File: config.mk
export PLATFORM = sky130hd
export DESIGN_NAME = aligned_block_splitter_flat
export DESIGN_NICKNAME = d
export VERILOG_FILES = /design/src/sv/abs_pkg.sv /design/src/sv/abs_if.sv /design/src/sv/abs_front.sv /design/src/sv/abs_queue.sv /design/src/sv/abs_back.sv /design/src/sv/aligned_block_splitter.sv /design/src/flat_wrapper.sv
export SDC_FILE = /design/constraint.sdc
export NUM_CORES = 1
export LEC_CHECK = 0
export ABC_CLOCK_PERIOD_IN_PS = 14400
export BUFFER_PORTS_ARGS = -buffer_cell sky130_fd_sc_hd__buf_2
export CORE_MARGIN = 4
export CORE_UTILIZATION = 50
export DETAILED_ROUTE_END_ITERATION = 6
export PLACE_DENSITY = 0.68
export SYNTH_ARGS = -nofsm -noshare
export SYNTH_HDL_FRONTEND = slang
export SYNTH_HIERARCHICAL = 1
export SYNTH_SLANG_ARGS = --single-unit
File: constraint.sdc
create_clock -name clk -period 14.4 [get_ports clk]
set_clock_uncertainty 0.15 [all_clocks]
set_input_delay 0.72 -clock clk [delete_from_list [all_inputs] [get_ports clk]]
set_output_delay 0.72 -clock clk [all_outputs]
set_load 0.005 [all_outputs]
File: src/sv/abs_pkg.sv
// abs_pkg: shared widths and the job record of the aligned block splitter.
// Used by the front end, the job queue, the back end and the top level.
package abs_pkg;

	// Fixed field widths of the frame and run results
	localparam int PFN_W = 36;
	localparam int ORD_W = 4;
	localparam int CNT_W = 37;

	// One classified range handed from the front end to the back end
	typedef struct packed {
		logic             empty;  // nothing to release, single empty result
		logic [PFN_W-1:0] pfn;    // first frame of the range
		logic [PFN_W-1:0] rem;    // frames in the range
	} abs_job_t;

endpackage

File: src/sv/abs_if.sv
// abs_if: valid/ready channels of the aligned block splitter.
// Depends on abs_pkg for the fixed result widths.

// Range request channel
interface abs_in_if #(parameter int ADDR_BITS = 48);
	logic                 valid;
	logic                 ready;
	logic [ADDR_BITS-1:0] range_start;
	logic [ADDR_BITS-1:0] range_end;

	modport source (output valid, output range_start, output range_end, input ready);
	modport sink   (input valid, input range_start, input range_end, output ready);
endinterface

// Run result channel
interface abs_out_if;
	logic                       valid;
	logic                       ready;
	logic [abs_pkg::PFN_W-1:0]  run_pfn;
	logic [abs_pkg::ORD_W-1:0]  run_order;
	logic [abs_pkg::CNT_W-1:0]  run_count;
	logic [abs_pkg::PFN_W-1:0]  range_pages;
	logic                       last;

	modport source (output valid, output run_pfn, output run_order, output run_count,
		output range_pages, output last, input ready);
	modport sink   (input valid, input run_pfn, input run_order, input run_count,
		input range_pages, input last, output ready);
endinterface

// Limit register write channel
interface abs_cfg_if;
	logic                      valid;
	logic                      ready;
	logic [abs_pkg::PFN_W-1:0] low_pfn_limit;

	modport source (output valid, output low_pfn_limit, input ready);
	modport sink   (input valid, input low_pfn_limit, output ready);
endinterface

File: src/sv/abs_front.sv
// abs_front: takes range requests, rounds them to frames, clamps to the limit.
// Depends on abs_pkg and abs_if; holds the low_pfn_limit register.
module abs_front #(
	parameter int ADDR_BITS  = 48,
	parameter int PAGE_SHIFT = 12
) (
	input  logic              clk,
	input  logic              arst_n,
	abs_in_if.sink            range_ch,
	abs_cfg_if.sink           cfg_ch,
	output logic              job_valid,
	input  logic              job_ready,
	output abs_pkg::abs_job_t job
);
	import abs_pkg::*;

	localparam int FW = ADDR_BITS - PAGE_SHIFT;     // floor frame width
	localparam int SW = FW + 1;                     // rounded-up start may carry
	localparam int CW = (FW > PFN_W) ? FW : PFN_W;  // end clamp compare width
	localparam int DW = (SW > PFN_W) ? SW : PFN_W;  // empty test width

	logic [PFN_W-1:0] limit_q;
	logic             vld_s1;
	logic [SW-1:0]    s_s1;
	logic [PFN_W-1:0] e_s1;
	logic [SW-1:0]    s_nxt;
	logic [FW-1:0]    ef;
	logic [PFN_W-1:0] e_nxt;
	logic             take;

	// Limit register, always writable
	assign cfg_ch.ready = 1'b1;

	always_ff @(posedge clk or negedge arst_n) begin
		if (!arst_n) begin
			limit_q <= '1;
		end else if (cfg_ch.valid) begin
			limit_q <= cfg_ch.low_pfn_limit;
		end
	end

	// Start rounds up, end rounds down and is clamped
	assign s_nxt = SW'(range_ch.range_start[ADDR_BITS-1:PAGE_SHIFT])
		+ SW'(|range_ch.range_start[PAGE_SHIFT-1:0]);
	assign ef    = range_ch.range_end[ADDR_BITS-1:PAGE_SHIFT];
	assign e_nxt = (CW'(ef) > CW'(limit_q)) ? limit_q : PFN_W'(ef);

	assign range_ch.ready = !vld_s1 || job_ready;
	assign take           = range_ch.valid && range_ch.ready;

	always_ff @(posedge clk or negedge arst_n) begin
		if (!arst_n) begin
			vld_s1 <= 1'b0;
		end else if (range_ch.ready) begin
			vld_s1 <= range_ch.valid;
		end
	end

	always_ff @(posedge clk) begin
		if (take) begin
			s_s1 <= s_nxt;
			e_s1 <= e_nxt;
		end
	end

	// Classify: empty when the start has reached the end
	assign job_valid = vld_s1;
	assign job.empty = DW'(s_s1) >= DW'(e_s1);
	assign job.pfn   = PFN_W'(s_s1);
	assign job.rem   = e_s1 - PFN_W'(s_s1);

endmodule

File: src/sv/abs_queue.sv
// abs_queue: two-entry job queue between the front end and the back end.
// Depends on abs_pkg for the job record.
module abs_queue (
	input  logic              clk,
	input  logic              arst_n,
	input  logic              push_valid,
	output logic              push_ready,
	input  abs_pkg::abs_job_t push_data,
	output logic              pop_valid,
	input  logic              pop_ready,
	output abs_pkg::abs_job_t pop_data
);
	import abs_pkg::*;

	abs_job_t   mem_q [2];
	logic       wr_ptr_q;
	logic       rd_ptr_q;
	logic [1:0] cnt_q;
	logic       push;
	logic       pop;

	assign push_ready = cnt_q != 2'd2;
	assign pop_valid  = cnt_q != 2'd0;
	assign pop_data   = mem_q[rd_ptr_q];
	assign push       = push_valid && push_ready;
	assign pop        = pop_valid && pop_ready;

	// Pointers and fill level
	always_ff @(posedge clk or negedge arst_n) begin
		if (!arst_n) begin
			wr_ptr_q <= 1'b0;
			rd_ptr_q <= 1'b0;
			cnt_q    <= 2'd0;
		end else begin
			if (push) wr_ptr_q <= !wr_ptr_q;
			if (pop)  rd_ptr_q <= !rd_ptr_q;
			if (push && !pop)      cnt_q <= cnt_q + 2'd1;
			else if (pop && !push) cnt_q <= cnt_q - 2'd1;
		end
	end

	// Entry storage
	always_ff @(posedge clk) begin
		if (push) begin
			mem_q[wr_ptr_q] <= push_data;
		end
	end

endmodule

File: src/sv/abs_back.sv
// abs_back: walks a frame range in aligned blocks, merges runs and takes a new job only when idle.
// Depends on abs_pkg and abs_if; drives the registered result channel.
module abs_back #(
	parameter int MAX_ORDER = 10
) (
	input  logic              clk,
	input  logic              arst_n,
	input  logic              job_valid,
	output logic              job_ready,
	input  abs_pkg::abs_job_t job,
	abs_out_if.source         run_ch
);
	import abs_pkg::*;

	localparam int OW = $clog2(MAX_ORDER + 2);

	typedef enum logic [1:0] {
		ST_IDLE = 2'b01,
		ST_RUN  = 2'b10
	} back_state_t;

	back_state_t      state_q, state_nxt;
	logic [PFN_W-1:0] pfn_q, rem_q, pages_q;
	logic             cur_vld_q;
	logic [PFN_W-1:0] cur_pfn_q;
	logic [OW-1:0]    cur_ord_q;
	logic [CNT_W-1:0] cur_cnt_q;
	logic             out_vld_q;
	logic [PFN_W-1:0] out_pfn_q, out_pages_q;
	logic [ORD_W-1:0] out_ord_q;
	logic [CNT_W-1:0] out_cnt_q;
	logic             out_last_q;

	logic [OW-1:0]    tz, fit, blk_ord;
	logic             is_max;
	logic [CNT_W-1:0] blk_cnt;
	logic [PFN_W-1:0] blk_step;
	logic             out_free, load, start, merge, emit, emit_run;

	// Block order: trailing zeros, capped, limited by what still fits
	always_comb begin
		tz = OW'(MAX_ORDER);
		for (int i = MAX_ORDER - 1; i >= 0; i--) begin
			if (pfn_q[i]) tz = OW'(i);
		end
		fit = '0;
		if (|(rem_q >> MAX_ORDER)) begin
			fit = OW'(MAX_ORDER);
		end else begin
			for (int i = 0; i < MAX_ORDER; i++) begin
				if (rem_q[i]) fit = OW'(i);
			end
		end
		blk_ord = (tz < fit) ? tz : fit;
	end

	// Top-order blocks are taken all at once
	assign is_max   = blk_ord == OW'(MAX_ORDER);
	assign blk_cnt  = is_max ? CNT_W'(rem_q >> MAX_ORDER) : CNT_W'(1);
	assign blk_step = is_max ? ((rem_q >> MAX_ORDER) << MAX_ORDER) : (PFN_W'(1) << blk_ord);

	assign out_free = !out_vld_q || run_ch.ready;

	// Sequencer
	always_comb begin
		state_nxt = state_q;
		job_ready = 1'b0;
		load      = 1'b0;
		start     = 1'b0;
		merge     = 1'b0;
		emit      = 1'b0;
		emit_run  = 1'b0;
		unique case (state_q)
			ST_IDLE: begin
				if (job_valid) begin
					if (!job.empty) begin
						job_ready = 1'b1;
						load      = 1'b1;
						state_nxt = ST_RUN;
					end else if (out_free) begin
						job_ready = 1'b1;
						emit      = 1'b1;
					end
				end
			end
			ST_RUN: begin
				priority if (rem_q == '0) begin
					if (out_free) begin
						emit      = 1'b1;
						emit_run  = 1'b1;
						state_nxt = ST_IDLE;
					end
				end else if (cur_vld_q && blk_ord == cur_ord_q) begin
					merge = 1'b1;
				end else if (!cur_vld_q) begin
					start = 1'b1;
				end else if (out_free) begin
					emit     = 1'b1;
					emit_run = 1'b1;
					start    = 1'b1;
				end
			end
			default: begin
				state_nxt = ST_IDLE;
			end
		endcase
	end

	always_ff @(posedge clk or negedge arst_n) begin
		if (!arst_n) begin
			state_q   <= ST_IDLE;
			cur_vld_q <= 1'b0;
			out_vld_q <= 1'b0;
		end else begin
			state_q <= state_nxt;
			if (load)       cur_vld_q <= 1'b0;
			else if (start) cur_vld_q <= 1'b1;
			if (emit)              out_vld_q <= 1'b1;
			else if (run_ch.ready) out_vld_q <= 1'b0;
		end
	end

	// Range walk and open run
	always_ff @(posedge clk) begin
		if (load) begin
			pfn_q   <= job.pfn;
			rem_q   <= job.rem;
			pages_q <= job.rem;
		end else if (start || merge) begin
			pfn_q <= pfn_q + blk_step;
			rem_q <= rem_q - blk_step;
		end
		if (start) begin
			cur_pfn_q <= pfn_q;
			cur_ord_q <= blk_ord;
			cur_cnt_q <= blk_cnt;
		end else if (merge) begin
			cur_cnt_q <= cur_cnt_q + blk_cnt;
		end
	end

	// Result register; the last run also carries the page total
	always_ff @(posedge clk) begin
		if (emit) begin
			out_pfn_q   <= emit_run ? cur_pfn_q : '0;
			out_ord_q   <= emit_run ? ORD_W'(cur_ord_q) : '0;
			out_cnt_q   <= emit_run ? cur_cnt_q : '0;
			out_pages_q <= (state_q == ST_RUN && rem_q == '0) ? pages_q : '0;
			out_last_q  <= !(state_q == ST_RUN && rem_q != '0);
		end
	end

	assign run_ch.valid       = out_vld_q;
	assign run_ch.run_pfn     = out_pfn_q;
	assign run_ch.run_order   = out_ord_q;
	assign run_ch.run_count   = out_cnt_q;
	assign run_ch.range_pages = out_pages_q;
	assign run_ch.last        = out_last_q;

endmodule

File: src/sv/aligned_block_splitter.sv
// Aligned block splitter usage notes.
// range_ch takes a byte range (range_start, range_end). The start rounds up
// and the end rounds down to page frames; the end is clamped to the
// low_pfn_limit register, written over cfg_ch (always ready, reset all ones).
// run_ch gives one request per run of equal-order aligned blocks: run_pfn,
// run_order, run_count. The final run of a range has last set and carries
// range_pages; an empty range gives one all-zero request with last set.
// Flow: the front end registers the rounded and clamped range and hands a job
// to a two-entry queue. The back end loads a job, walks the range in steps (all
// top-order blocks of a range form one step; at most 2*MAX_ORDER+1 steps) and
// then closes the range; an empty range is only emitted, with no walk.
// Results pass through the front-end register, the queue entry and the result
// register, runs also through the walk registers; the queue delays them when busy.
// The block walk is the limiting loop: the next range waits in the queue.
// A stalled receiver holds the result register; the back end stops when it
// must emit, and the queue then fills and deasserts range_ch.ready.
// Reset clears the queue, the sequencer and the result valid.
// Depends on abs_pkg, abs_if, abs_front, abs_queue and abs_back.
module aligned_block_splitter #(
	parameter int MAX_ORDER  = 10,
	parameter int PAGE_SHIFT = 12,
	parameter int ADDR_BITS  = 48
) (
	input  logic       clk,
	input  logic       arst_n,
	abs_in_if.sink     range_ch,
	abs_cfg_if.sink    cfg_ch,
	abs_out_if.source  run_ch
);
	import abs_pkg::*;

	logic     fq_valid, fq_ready;
	abs_job_t fq_job;
	logic     qb_valid, qb_ready;
	abs_job_t qb_job;

	// Round, clamp and classify
	abs_front #(
		.ADDR_BITS  (ADDR_BITS),
		.PAGE_SHIFT (PAGE_SHIFT)
	) u_front (
		.clk       (clk),
		.arst_n    (arst_n),
		.range_ch  (range_ch),
		.cfg_ch    (cfg_ch),
		.job_valid (fq_valid),
		.job_ready (fq_ready),
		.job       (fq_job)
	);

	// Decoupling queue
	abs_queue u_queue (
		.clk        (clk),
		.arst_n     (arst_n),
		.push_valid (fq_valid),
		.push_ready (fq_ready),
		.push_data  (fq_job),
		.pop_valid  (qb_valid),
		.pop_ready  (qb_ready),
		.pop_data   (qb_job)
	);

	// Block walk and run output
	abs_back #(
		.MAX_ORDER (MAX_ORDER)
	) u_back (
		.clk       (clk),
		.arst_n    (arst_n),
		.job_valid (qb_valid),
		.job_ready (qb_ready),
		.job       (qb_job),
		.run_ch    (run_ch)
	);

endmodule
File: src/flat_wrapper.sv
// flat-port wrapper written by rule: the top's interface ports become plain ports
module aligned_block_splitter_flat import abs_pkg::*;
#(
	parameter int MAX_ORDER  = 10,
	parameter int PAGE_SHIFT = 12,
	parameter int ADDR_BITS  = 48
)
  (clk, arst_n, range_ch_valid, range_ch_range_start, range_ch_range_end, range_ch_ready, cfg_ch_valid, cfg_ch_low_pfn_limit, cfg_ch_ready, run_ch_valid, run_ch_run_pfn, run_ch_run_order, run_ch_run_count, run_ch_range_pages, run_ch_last, run_ch_ready);
  abs_in_if #(.ADDR_BITS(ADDR_BITS)) range_ch_i ();
  abs_cfg_if cfg_ch_i ();
  abs_out_if run_ch_i ();
  input  logic clk;
  input  logic arst_n;
  input wire logic [$bits(range_ch_i.valid)-1:0] range_ch_valid;
  input wire logic [$bits(range_ch_i.range_start)-1:0] range_ch_range_start;
  input wire logic [$bits(range_ch_i.range_end)-1:0] range_ch_range_end;
  output wire logic [$bits(range_ch_i.ready)-1:0] range_ch_ready;
  input wire logic [$bits(cfg_ch_i.valid)-1:0] cfg_ch_valid;
  input wire logic [$bits(cfg_ch_i.low_pfn_limit)-1:0] cfg_ch_low_pfn_limit;
  output wire logic [$bits(cfg_ch_i.ready)-1:0] cfg_ch_ready;
  output wire logic [$bits(run_ch_i.valid)-1:0] run_ch_valid;
  output wire logic [$bits(run_ch_i.run_pfn)-1:0] run_ch_run_pfn;
  output wire logic [$bits(run_ch_i.run_order)-1:0] run_ch_run_order;
  output wire logic [$bits(run_ch_i.run_count)-1:0] run_ch_run_count;
  output wire logic [$bits(run_ch_i.range_pages)-1:0] run_ch_range_pages;
  output wire logic [$bits(run_ch_i.last)-1:0] run_ch_last;
  input wire logic [$bits(run_ch_i.ready)-1:0] run_ch_ready;
  assign range_ch_i.valid = range_ch_valid;
  assign range_ch_i.range_start = range_ch_range_start;
  assign range_ch_i.range_end = range_ch_range_end;
  assign range_ch_ready = range_ch_i.ready;
  assign cfg_ch_i.valid = cfg_ch_valid;
  assign cfg_ch_i.low_pfn_limit = cfg_ch_low_pfn_limit;
  assign cfg_ch_ready = cfg_ch_i.ready;
  assign run_ch_valid = run_ch_i.valid;
  assign run_ch_run_pfn = run_ch_i.run_pfn;
  assign run_ch_run_order = run_ch_i.run_order;
  assign run_ch_run_count = run_ch_i.run_count;
  assign run_ch_range_pages = run_ch_i.range_pages;
  assign run_ch_last = run_ch_i.last;
  assign run_ch_i.ready = run_ch_ready;
  aligned_block_splitter #(.MAX_ORDER(MAX_ORDER), .PAGE_SHIFT(PAGE_SHIFT), .ADDR_BITS(ADDR_BITS)) u_core (.clk(clk), .arst_n(arst_n), .range_ch(range_ch_i), .cfg_ch(cfg_ch_i), .run_ch(run_ch_i));
endmodule
Word-level counts from Yosys, hierarchy flattened --
Memories as Yosys holds them, arrays and structs flattened. Index checks and enable logic that the tools add are counted.
Storage, ports and cells: latch bits 0, bits of input ports 137, memory bits (read-only) 0, memories kept 1, memory bits (writable) 146, register bits after elaboration 417, word-level logic and storage cells 135
Operators by class: mux-type cells 64, $mul 0, add/subtract/negate cells 7, bitwise operators 0, eq/ne operators 9, reductions and logical operators 29, order comparisons 3, shift-type cells 1, divide/modulo/power cells 0
Memories:
- u_core.u_queue.mem_q | depth 2, width 73, read ports 1, clocked after memory_dff 0, write ports 1, RTL line abs_queue.sv:15 | abs_job_t mem_q [2];
Operators by type and width (number):
- $mux W36 | 6
- $mux W4 | 19
- $mux W37 | 2
- $sub A36 B36 Y36 | 2
- $add A36 B1 Y37 | 1
- $add A37 B26 Y37 | 1
- $ge A37 B36 Y1 | 1
- $add A36 B36 Y36 | 1
- $gt A36 B36 Y1 | 1
- $logic_not A36 Y1 | 1
- $reduce_bool A36 Y1 | 1
- $shl A1 B4 Y36 const A | 1
- $mux W1 | 27
- $mux W26 | 1
- $reduce_or A26 Y1 | 1
- $mux W2 | 7
- $reduce_bool A2 Y1 | 6
- $reduce_or A12 Y1 | 1
- $logic_and A1 B1 Y1 | 8
- $logic_not A1 Y1 | 7
- $ne A2 B2 Y1 const B | 3
- $eq A4 B4 Y1 | 1
- $eq A4 B4 Y1 const B | 1
- $lt A4 B4 Y1 | 1
- 9 further kinds | 12

Longest topological paths before layout --
Gate-level depths: netlist of run 1.
depth in word-level cells 20, gate-level depth with buffers 30, mapped depth without buffers 27

Modules after synthesis --
The synthesis of run 1 kept the hierarchy.
By module, submodules not included:
- abs_back | times used 1, area an instance 17172.7 µm², cells an instance 1556
- abs_front | times used 1, area an instance 8778.4 µm², cells an instance 926
- abs_queue | times used 1, area an instance 5709.2 µm², cells an instance 245

Worst setup path after synthesis of run 1 --
Ideal clock, no wire load.
kind register to register, start reg u_core.u_back.pfn_q[1], end reg u_core.u_back.out_last_q, in the netlist u_core/u_back/run_ch.last, enable pin, clock period less this slack 12.066 ns, data arrival time 11.160 ns, path slack 2.334 ns, path buffers 0, library setup time 0.756 ns, data required time 13.494 ns, stages on the path, launching flop included 12, cells stage by stage edfxtp_1 -> or4_1 -> nor4b_1 -> ha_1 -> inv_1 -> a211oi_1 -> o211a_1 -> mux2i_1 -> nor2_4 -> xnor2_1 -> o211ai_1 -> a211oi_1
On the way: longest elaborated chain between the ends 9
RTL lines:
- start: declaration | RTL line abs_back.sv:23 | logic [PFN_W-1:0] pfn_q, rem_q, pages_q;
- start signal: assignment | RTL line abs_back.sv:126 | pfn_q <= job.pfn;
- start signal: assignment | RTL line abs_back.sv:130 | pfn_q <= pfn_q + blk_step;
- $mux W4 * (2 in a row) | RTL line abs_back.sv:44 | if (pfn_q[i]) tz = OW'(i);
- $lt A4 B4 Y1 | RTL line abs_back.sv:54 | blk_ord = (tz < fit) ? tz : fit;
- $mux W4 * | RTL line abs_back.sv:54
- via u_core.u_back.blk_ord[1] | RTL line abs_back.sv:34 | logic [OW-1:0] tz, fit, blk_ord;
- $eq A4 B4 Y1 * | RTL line abs_back.sv:93 | end else if (cur_vld_q && blk_ord == cur_ord_q) begin
- $logic_and A1 B1 Y1 * | RTL line abs_back.sv:93
- $mux W1 * | RTL line abs_back.sv:93
- $mux W1 * | RTL line abs_back.sv:87 | priority if (rem_q == '0) begin
- $pmux W1 S2 * | RTL line abs_back.sv:73 | unique case (state_q)
- via u_core.u_back.emit | RTL line abs_back.sv:38 | logic out_free, load, start, merge, emit, emit_run;
- end signal: assignment | RTL line abs_back.sv:149 | out_last_q <= !(state_q == ST_RUN && rem_q != '0);
- end: declaration | RTL line abs_back.sv:32 | logic out_last_q;
Mark *: on every way through the listed nets, which the timed path passes. The rest lies on a longest branch. A chain may end at the register's enable or synchronous reset.

Worst setup path in the final report of run 1 --
start reg u_core.u_back.rem_q[32], end reg u_core.u_back.rem_q[24], data pin
On the way: longest elaborated chain between the ends 9, elaborated cells between the ends (all ways) 10
RTL lines:
- start: declaration | RTL line abs_back.sv:23
- start signal: assignment | RTL line abs_back.sv:127 | rem_q <= job.rem;
- start signal: assignment | RTL line abs_back.sv:131 | rem_q <= rem_q - blk_step;
- $reduce_or A26 Y1 * | RTL line abs_back.sv:47 | if (|(rem_q >> MAX_ORDER)) begin
- $mux W4 * | RTL line abs_back.sv:47
- $lt A4 B4 Y1 | RTL line abs_back.sv:54
- $mux W4 * | RTL line abs_back.sv:54
- via u_core.u_back.blk_ord[1] | RTL line abs_back.sv:34
- $eq A4 B4 Y1 or $shl A1 B4 Y36 (tied branches) | RTL line abs_back.sv:58, abs_back.sv:60
- $mux W36 * | RTL line abs_back.sv:60 | assign blk_step = is_max ? ((rem_q >> MAX_ORDER) << MAX_ORDER) : (PFN_W'(1) << blk_ord);
- $sub A36 B36 Y36 * | RTL line abs_back.sv:131
- $mux W36 * | RTL line abs_back.sv:129 | end else if (start || merge) begin
- $mux W36 * | RTL line abs_back.sv:125 | if (load) begin
Mark *: on every way through the listed nets, which the timed path passes. The rest lies on a longest branch. The select of a mux whose other input is x is not followed.

==> results.cfg, run 1 <==
[outcome]
status = finished clean

[die]
chipWidth_um = 260
dieArea_mm2 = 0.0674
initial_core_util_pct = 50.9
pin_count = 254
die_h_um = 260
rows = 91
coreArea_mm2 = 0.0622

[synthesis]
ys_seq_elements = 563
syn_avg_cell_area_um2 = 11.6
netlist_instances = 2727
synth_edf_count = 518
synth.most_common_cell = edfxtp_1
ys_seq_area_share_pct = 52.8
synthTopCellsByCount = 518 x edfxtp_1, 265 x inv_1, 193 x ha_1
ys_warn_count = 6
synth_top_area_share_pct = 49.1
synthTopCellsByArea = edfxtp_1 49%, ha_1 7.6%, inv_1 3.1%
synth_top_area_cell = edfxtp_1
ys_types = 95
syn_nets = 3061
syn-cell-area_mm2 = 0.0317
synth_flop_cell = edfxtp_1
async_flop_share_pct = 7.99

[clock_network]
cts_max_level = 2
clock-sinks = 563
cts_root_buf = clkbuf_16
cts_hold_buf = 0
cts_resized = 0
cts_tree = yes
cts.clk_slew.worst_paths_ns = 0.06
cts_max_path_buffers = 3
clock_latency_ns = 0.63
numCtsBuffers = 59
postCtsSetupRepairBufs = 0

[layout]
n_fill_cell = 5202
fin_area_mm2 = 0.0354
drive_gt1_share_pct = 19.4
syn_to_final_growth_pct = 11.8
final_nets = 3237

[global_routing]
antenna_found_initial = 1
grt_max_degree = 82
track_usage_pct = 20.5
grt_first_pass_wirelength_um = 111000
first_global_vias = 21000
grt_remaining_overflow = 0

[placement]
dpl-instance-area_mm2 = 0.0333
gp_congestion = 0.938
hpwl_um = 51500
pre_cts_slack_ns = 6.42
io_buffers = 240

[run]
maxCapViolCount = 0

[routing]
drt-vias-per-instance = 5.64
drt-total-wl_um = 70900
drc_errors = 0
vias = 21400
drt_iter0_markers = 1327
dr.pass1.iters = 6
post_drt_wl_per_cell_um = 18.7
ant_nets = 0

[power]
p_int_uw = 4540
p_sw_share_pct = 34.4
seqPwrFrac_pct = 42.3
power_uw = 6910
power.switching_uw = 2380
powerDensity_mw_per_mm2 = 195
p_clk_share_pct = 23.4
ir_drop_v = 0.000132
leakage_uw = 0.0143
p_comb_share_pct = 34.3

[critical_path]
path_max_fanout = 17
reg2reg_from = u_core/u_back/rem_q[32]$_DFFE_PP_
startpoint_type = flop
reg2regPathDepth = 25
endpoint_kind = flop
critPathArrivalTime_ns = 8.31
r2r_end = u_core/u_back/rem_q[24]$_DFFE_PP_
timing_worst_setup_path_type = flop to flop
rrSetupSlack_ns = 6.28
cp_data_required_time_ns = 14.59

[sta]
worst_slew_margin_rel_pct = 28.7
max_freq_mhz = 123
timing.final.crit_share_pct = 56.4
fin_crit_ns = 8.12
setup_tns_ns = 0
rsz0062_at_grt = false
finalWorstSetupSlack_ns = 6.28
hold_viol = 0
tightest_slew_ns = 1.07
setup_viol = 0
slew_violations = 0

[hold_path]
hp-class = input port to asynchronous set/reset pin
## placed cells by master (no fill, tap or decap), types with 62 or more instances in the layout
cell type / count
ha_1: 193
nand2_1: 189
a21o_1: 70
nor2_1: 131
o21ai_0: 138
mux2_4: 62
mux2_2: 69
inv_1: 264
edfxtp_1: 518
buf_2: 240
a2111oi_0: 71
xnor2_1: 85
a21oi_1: 150
## final cells by class
class                   instances  area [µm²]  area share, %
diodes                          1        2.50        0.00707
clock buffers                  68        1530           4.33
clock inverters                42         549           1.55
inverters                     266        1000           2.82
multi-input cells            1754       13200           37.3
flip-flops and latches        563       16700           47.3
well taps                     837        1050           2.96
repair buffers                259        1340           3.80
## sequential cells by signal, indices dropped and copies added, names as in the netlist, 36 cells and up
register / count
u_core/u_back/run_ch.run_count: 37
u_core/u_back/pfn_q: 36
u_core/u_front/e_s1: 36
u_core/u_back/run_ch.range_pages: 36
u_core/u_back/cur_cnt_q: 37
u_core/u_back/pages_q: 36
u_core/u_front/s_s1: 37
u_core/u_queue/mem_q: 146
u_core/u_back/rem_q: 36
u_core/u_front/limit_q: 36
u_core/u_back/cur_pfn_q: 36
u_core/u_back/run_ch.run_pfn: 36
## power by group through the flow
stage,registers [µW],logic (µW),clock network (µW)
floorplan,2900,1740,0
global placement,2940,2290,0
detailed placement,2960,2350,0
CTS,2930,2370,1660
global route,2980,2620,1730
finish,2930,2370,1620
## critical path, cell delays in order (launching register included)
cell	delay, ns
edfxtp_1	0.48
nor4_1	0.67
nand4_1	0.24
nor2_4	0.26
nand2_1	0.12
inv_1	0.11
nand2_1	0.06
ha_1	0.19
a211oi_1	0.46
o211a_1	0.31
mux2i_1	0.34
nor2_4	0.11
or2_2	0.32
nor3_1	0.44
ha_1	0.28
inv_1	0.07
fa_1	0.40
a21o_1	0.18
a21oi_1	0.23
o21bai_1	0.13
a2111oi_1	0.73
o31ai_1	0.26
a221o_1	0.58
nand2b_1	0.36
o221ai_1	0.25
o21ai_0	0.10
## logic make-up after synthesis
family          after synthesis  share of synthesized area, %
mux                         141                          5.72
fa+ha+maj                   197                          7.88
compound gates              627                          13.7
buf+inv                     410                          5.64
other cells                   1                        0.0118
xor+xnor                    141                          3.90
flops                       563                          52.8
simple gates                647                          10.3
## how the worst max path moves through the flow
stage	start	to	slack, ns	depth (start not counted)
4_1_cts	u_core/u_back/rem_q[32]$_DFFE_PP_	u_core/u_back/rem_q[32]$_DFFE_PP_	6.40	25
5_1_grt	u_core/u_back/rem_q[32]$_DFFE_PP_	u_core/u_back/rem_q[32]$_DFFE_PP_	6.00	25
3_3_place_gp	u_core/u_back/rem_q[32]$_DFFE_PP_	u_core/u_back/rem_q[34]$_DFFE_PP_	6.74	25
3_5_place_dp	u_core/u_back/rem_q[32]$_DFFE_PP_	u_core/u_back/rem_q[32]$_DFFE_PP_	6.42	25
2_1_floorplan	u_core/u_back/pfn_q[1]$_DFFE_PP_	u_core/u_back/run_ch.last$_DFFE_PP_	2.33	11
6_report	u_core/u_back/rem_q[32]$_DFFE_PP_	u_core/u_back/rem_q[24]$_DFFE_PP_	6.28	25
## metal layers
metal / wire [µm] / global-route usage [%] / vias up / part of all wire [%]
li1: - / - / 10400 / -
met1: 32200 / 28.7 / 10100 / 45
met2: 32200 / 33.1 / 718 / 45
met3: 4490 / 3.13 / 132 / 6.3
met4: 1980 / 6.48 / 2 / 2.8
met5: 10 / 0 / - / 0.014
## through the flow
step / hold slack [ns] / util [%] / std cells
6_report: 0.0710 / 56.9 / 3790
5_1_grt: 0.0829 / 56.9 / 3789
4_1_cts: 0.0506 / 56.9 / 3789
3_5_place_dp: 0.301 / 53.6 / 3679
3_3_place_gp: 0.300 / 53.6 / 3679
2_1_floorplan: 0.274 / - / 2727
(Power assumes the default switching activity.)
==> run 2, diff against run 1 <==
--- a/config.mk
+++ b/config.mk
@@ -5,12 +5,13 @@
 export SDC_FILE = /design/constraint.sdc
 export NUM_CORES = 1
 export LEC_CHECK = 0
-export ABC_CLOCK_PERIOD_IN_PS = 14400
+export ABC_AREA = 1
+export ABC_CLOCK_PERIOD_IN_PS = 7200
 export BUFFER_PORTS_ARGS = -buffer_cell sky130_fd_sc_hd__buf_2
 export CORE_MARGIN = 4
 export CORE_UTILIZATION = 50
 export DETAILED_ROUTE_END_ITERATION = 6
-export PLACE_DENSITY = 0.68
+export PLACE_DENSITY = 0.71
 export SYNTH_ARGS = -nofsm -noshare
 export SYNTH_HDL_FRONTEND = slang
 export SYNTH_HIERARCHICAL = 1
==> constraint.sdc (replaced) <==
create_clock -name clk -period 7.2 [get_ports clk]
set_clock_uncertainty 0.15 [all_clocks]
set_input_delay 0.36 -clock clk [delete_from_list [all_inputs] [get_ports clk]]
set_output_delay 0.36 -clock clk [all_outputs]
set_load 0.005 [all_outputs]
==> results.cfg, run 2 <==
[outcome]
status = finished clean

[layout]
antennaDiodeCount = 0
drive_gt1_share_pct = 12.2
largest_register_ffs = 146
final_nets = 4222
final_common_cell = nand2_1
syn_to_final_growth_pct = 15.0
regMostFlops = u_core/u_queue/mem_q
fin_cells = 4782
layout_common_cells = 996 x nand2_1, 518 x edfxtp_1, 485 x inv_1

[critical_path]
endpoint_kind = flop
path_max_fanout = 46
cp_data_required_time_ns = 7.37
startpoint_type = flop
critPathArrivalTime_ns = 6.59
timing_worst_setup_path_type = flop to flop

[power]
powerDensity_mw_per_mm2 = 364
seqPwrFrac_pct = 42.1
p_int_uw = 8520
power.switching_uw = 4910
p_clk_share_pct = 23.2
ir_drop_v = 0.000244
p_comb_share_pct = 34.7
p_sw_share_pct = 36.6
leakage_uw = 0.0167

[global_routing]
grt_remaining_overflow = 0
grt_max_degree = 87
grt_first_pass_wirelength_um = 120000
antenna_found_initial = 0
track_usage_pct = 21.8
first_global_vias = 23400

[sta]
hold_viol = 0
setup_tns_ns = 0
setup_viol = 0
tightest_slew_ns = 1.07
max_freq_mhz = 156
worst_slew_margin_rel_pct = 28.2
slew_violations = 0
rsz0062_at_grt = false
fin_crit_ns = 6.41
timing.final.crit_share_pct = 89.1
holdWs_ns = 0.0415

[hold_path]
hp-class = input port to flop

[routing]
ant_nets = 0
drc_errors = 0
drt-vias-per-instance = 5.08
vias = 24300
drt-total-wl_um = 75900
post_drt_wl_per_cell_um = 15.9
dr.pass1.iters = 7
drt_iter0_markers = 1689

[synthesis]
netlist_instances = 3573
syn_nets = 3907
syn-cell-area_mm2 = 0.0321
ys_seq_area_share_pct = 52.2
synth_top_area_cell = edfxtp_1
synth_flop_cell = edfxtp_1
synth_top_area_share_pct = 48.5
ys_seq_elements = 563
syn_avg_cell_area_um2 = 8.97
ys_warn_count = 6
ys_types = 60
async_flop_share_pct = 7.99
synthTopCellsByArea = edfxtp_1 49%, nand2_1 12%, ha_1 7.5%
synth.most_common_cell = nand2_1
synthTopCellsByCount = 997 x nand2_1, 518 x edfxtp_1, 487 x inv_1
synth_edf_count = 518

[clock_network]
clock_latency_ns = 0.62
cts_tree = yes
clock-sinks = 563
cts_max_path_buffers = 3
numCtsBuffers = 59
cts_root_buf = clkbuf_16
postCtsSetupRepairBufs = 0
cts.clk_slew.worst_paths_ns = 0.06
cts_max_level = 2

[die]
die_h_um = 261
chipWidth_um = 261
pin_count = 254
dieArea_mm2 = 0.0682
initial_core_util_pct = 50.6
coreArea_mm2 = 0.0633
rows = 92

[placement]
hpwl_um = 55500
io_buffers = 240
gp_congestion = 0.899
dp.cells = 4564

[run]
maxCapViolCount = 0
[run 2: final timing paths]
| check | slack [ns] | end | startpoint | cells after the start |
|---|---|---|---|---|
| worst max register to register | 0.79 | u_core/u_back/cur_cnt_q[33]$_SDFFCE_PP0P_ | u_core/u_back/rem_q[32]$_DFFE_PP_ | 26 |
| min in group asynchronous | 0.27 | u_core/u_queue/wr_ptr_q$_DFFE_PN0P_ | arst_n | 3 |
| worst max-delay path | 0.79 | u_core/u_back/cur_cnt_q[33]$_SDFFCE_PP0P_ | u_core/u_back/rem_q[32]$_DFFE_PP_ | 26 |
| worst min register to register | 0.31 | u_core/u_back/cur_pfn_q[21]$_DFFE_PP_ | u_core/u_back/pfn_q[21]$_DFFE_PP_ | 0 |
| worst min-delay path | 0.04 | u_core/u_front/s_s1[32]$_DFFE_PP_ | range_ch_range_start[44] | 3 |
| max in group asynchronous | 6.18 | u_core/u_queue/rd_ptr_q$_DFFE_PN0P_ | arst_n | 3 |
[run 2: layout make-up]
type / count / area, µm²
multi-input cells: 2403 / 12800
inverters: 497 / 1870
repair buffers: 364 / 2420
clock buffers: 68 / 1510
well taps: 846 / 1060
clock inverters: 41 / 477
flip-flops and latches: 563 / 16700
fillers: 5505 / 26400
[run 2: what timing repair did]
item                                    4_1_cts  5_1_grt
gates resized for setup                       0        1
hold buffers                                109        0
endpoints found under the hold margin       116        0
endpoints found under the setup margin        0        4
[run 2: power by group through the flow]
stage | Combinational [µW] | Clock, µW | Sequential, µW
finish | 4660 | 3120 | 5660
global route | 5280 | 3330 | 5760
CTS | 4650 | 3190 | 5660
detailed placement | 4580 | 0 | 5720
global placement | 4490 | 0 | 5690
floorplan | 3260 | 0 | 5650
[run 2: metal layers]
metal  global-route usage, %  routed length [µm]  vias to the layer above
met2                    36.8               35500                      723
met5                       0                   0                        -
met3                    3.06                4510                      132
met1                    29.7               33600                    11100
li1                        -                   -                    12300
met4                    6.45                2290                        0
[run 2: critical path, cell delays in order, from the launching register on]
cell	delay, ns
edfxtp_1	0.46
nor4_1	0.36
nand2_1	0.16
nor2_2	0.29
nand2_1	0.16
nor2_1	0.20
inv_1	0.07
ha_1	0.19
a21oi_2	0.31
nand3_1	0.23
nand3_4	0.22
inv_2	0.05
nand2_2	0.21
buf_4	0.45
nor2_1	0.19
ha_1	0.42
nand2_1	0.07
inv_1	0.06
a21boi_1	0.11
o21ai_0	0.28
a21boi_1	0.17
o21bai_1	0.27
a21boi_1	0.15
o21ai_1	0.57
nand3_1	0.14
nand2_1	0.09
a21oi_1	0.06
[run 2: cells by family after synthesis]
logic type	after synthesis	share of synthesized area [%]
other	1	0.0117
buffers and inverters	607	7.97
XOR/XNOR	107	2.92
adder cells (fa/ha/maj)	197	7.78
AND/OR/NAND/NOR	1683	22.0
multiplexers	1	0.0351
AO/OA/AOI/OAI	414	7.09
flip-flops	563	52.2
[run 2: per-stage QoR]
step                utilization, %  total power [µW]  instance area, µm²  worst slack, ns
global placement              53.4             10200               33800            0.768
finish                        58.2             13400               36900            0.787
CTS                           58.2             13500               36900            0.586
detailed placement            53.4             10300               33800            0.609
floorplan                        -              8910               32100             1.76
global route                  58.2             14400               36900            0.140
==> run 3, diff against run 2 <==
--- a/config.mk
+++ b/config.mk
@@ -12,6 +12,7 @@
 export CORE_UTILIZATION = 50
 export DETAILED_ROUTE_END_ITERATION = 6
 export PLACE_DENSITY = 0.71
+export REMOVE_ABC_BUFFERS = 1
 export SYNTH_ARGS = -nofsm -noshare
 export SYNTH_HDL_FRONTEND = slang
 export SYNTH_HIERARCHICAL = 1
==> results.cfg, run 3 (same netlist as run 2, synthesis figures left out) <==
[clock_network]
postCtsSetupRepairBufs = 0
cts.clk_slew.worst_paths_ns = 0.06
cts_max_path_buffers = 3
cts_tree = yes
cts_max_level = 2
cts_root_buf = clkbuf_16
cts_resized = 0
numCtsBuffers = 60
clock-sinks = 563
cts_hold_buf = 108
clock_latency_ns = 0.63

[power]
ir_drop_v = 0.000243
leakage_uw = 0.0167
powerDensity_mw_per_mm2 = 365
power_uw = 13500

[die]
pin_count = 254
initial_core_util_pct = 50.6
dieArea_mm2 = 0.0682
die_h_um = 261
coreArea_mm2 = 0.0633
chipWidth_um = 261
rows = 92

[layout]
final_util_pct = 58.3
regMostFlops = u_core/u_queue/mem_q
final_nets = 4222
largest_register_ffs = 146
syn_to_final_growth_pct = 15.1
fin_cells = 4784
antennaDiodeCount = 0
final_common_cell = nand2_1
drive_gt1_share_pct = 12.1
layout_common_cells = 996 x nand2_1, 518 x edfxtp_1, 485 x inv_1

[outcome]
status = finished clean

[placement]
gp_congestion = 0.926
hpwl_um = 55300
pre_cts_slack_ns = 0.634
io_buffers = 240
dp.cells = 4564

[routing]
routed-wl-met2_um = 36300
wl_met3_um = 4270
top_layer_used = met4
drt_iter0_markers = 1829
drc_errors = 0
wirelength_met1_um = 33200
vias = 24300
dr.pass1.iters = 6
drt-total-wl_um = 75800
ant_nets = 0
drt-vias-per-instance = 5.08
post_drt_wl_per_cell_um = 15.8

[sta]
worst_slew_margin_rel_pct = 29.4
finalWorstSetupSlack_ns = 0.635
slew_violations = 0
timing.final.crit_share_pct = 91.2
setup_viol = 0
hold_viol = 0
tightest_slew_ns = 1.06
rsz0062_at_grt = false
fin_crit_ns = 6.57
max_freq_mhz = 152
setup_tns_ns = 0

[global_routing]
grt_max_degree = 84
antenna_found_initial = 0
grt_remaining_overflow = 0
track_usage_pct = 22.0
first_global_vias = 23500
grt_first_pass_wirelength_um = 120000

[hold_path]
whs_path_depth = 2
hold_start = range_ch_range_start[45]
hp-class = input port to flop
holdPathEnd = u_core/u_front/s_s1[33]$_DFFE_PP_

[critical_path]
rrSetupSlack_ns = 0.63
critPathMostFrequentCell = nand2_1
slowest_delay_ns = 0.55
startpoint_type = flop
cp_data_required_time_ns = 7.40
endpoint_kind = flop
path_max_fanout = 50
timing_worst_setup_path_type = flop to flop
crit_path_top_delay_cell = o21ai_1
critPathArrivalTime_ns = 6.76
reg2reg_from = u_core/u_back/rem_q[32]$_DFFE_PP_
r2r_end = u_core/u_back/cur_cnt_q[33]$_SDFFCE_PP0P_
reg2regPathDepth = 26

[run]
maxCapViolCount = 0
run 3: worst max path at each step:
stage,startpoint,to,slack [ns]
floorplan,u_core/u_queue/rd_ptr_q$_DFFE_PN0P_,u_core/u_back/pfn_q[0]$_DFFE_PP_,-4.68
global placement,u_core/u_back/rem_q[32]$_DFFE_PP_,u_core/u_back/rem_q[32]$_DFFE_PP_,0.75
detailed placement,u_core/u_back/rem_q[32]$_DFFE_PP_,u_core/u_back/rem_q[32]$_DFFE_PP_,0.63
CTS,u_core/u_back/rem_q[32]$_DFFE_PP_,u_core/u_back/rem_q[32]$_DFFE_PP_,0.61
global route,u_core/u_back/rem_q[32]$_DFFE_PP_,u_core/u_back/pfn_q[28]$_DFFE_PP_,0.12
finish,u_core/u_back/rem_q[32]$_DFFE_PP_,u_core/u_back/cur_cnt_q[33]$_SDFFCE_PP0P_,0.63
run 3: layer usage:
metal  vias to the layer above  track usage (%)
li1                      12400                -
met4                         0             6.53
met1                     11100             29.5
met3                       124             2.76
met2                       695             37.7
met5                         -                0
run 3: power by group:
group | leakage, µW | switching, µW | total [µW] | internal, µW
clock network | 0.000971 | 1280 | 3140 | 1870
registers | 0.00530 | 480 | 5660 | 5180
logic | 0.0104 | 3170 | 4650 | 1480
total | 0.0167 | 4920 | 13500 | 8530
run 3: layout make-up:
type | count | area [µm²]
clock buffers | 70 | 1560
multi-input cells | 2403 | 12800
clock inverters | 42 | 460
flip-flops and latches | 563 | 16700
repair buffers | 363 | 2410
fillers | 5483 | 26400
well taps | 846 | 1060
inverters | 497 | 1870
run 3: worst max-delay path: cells and delay by family, from the launching register on:
family	cells	cell delay [ns]
and+or+nand+nor	12	2.41
AOI/OAI and AO/OA	8	2.04
buffers and inverters	4	0.65
adders and majority gates	2	0.58
DFF	1	0.46
run 3: metrics by stage:
| stage | hold slack [ns] | instance area (µm²) |
|---|---|---|
| 3_5_place_dp | 0.292 | 33800 |
| 4_1_cts | 0.0166 | 36900 |
| 6_report | 0.0137 | 36900 |
| 3_3_place_gp | 0.289 | 33800 |
| 5_1_grt | 0.0318 | 36900 |
| 2_1_floorplan | -0.0856 | 31400 |
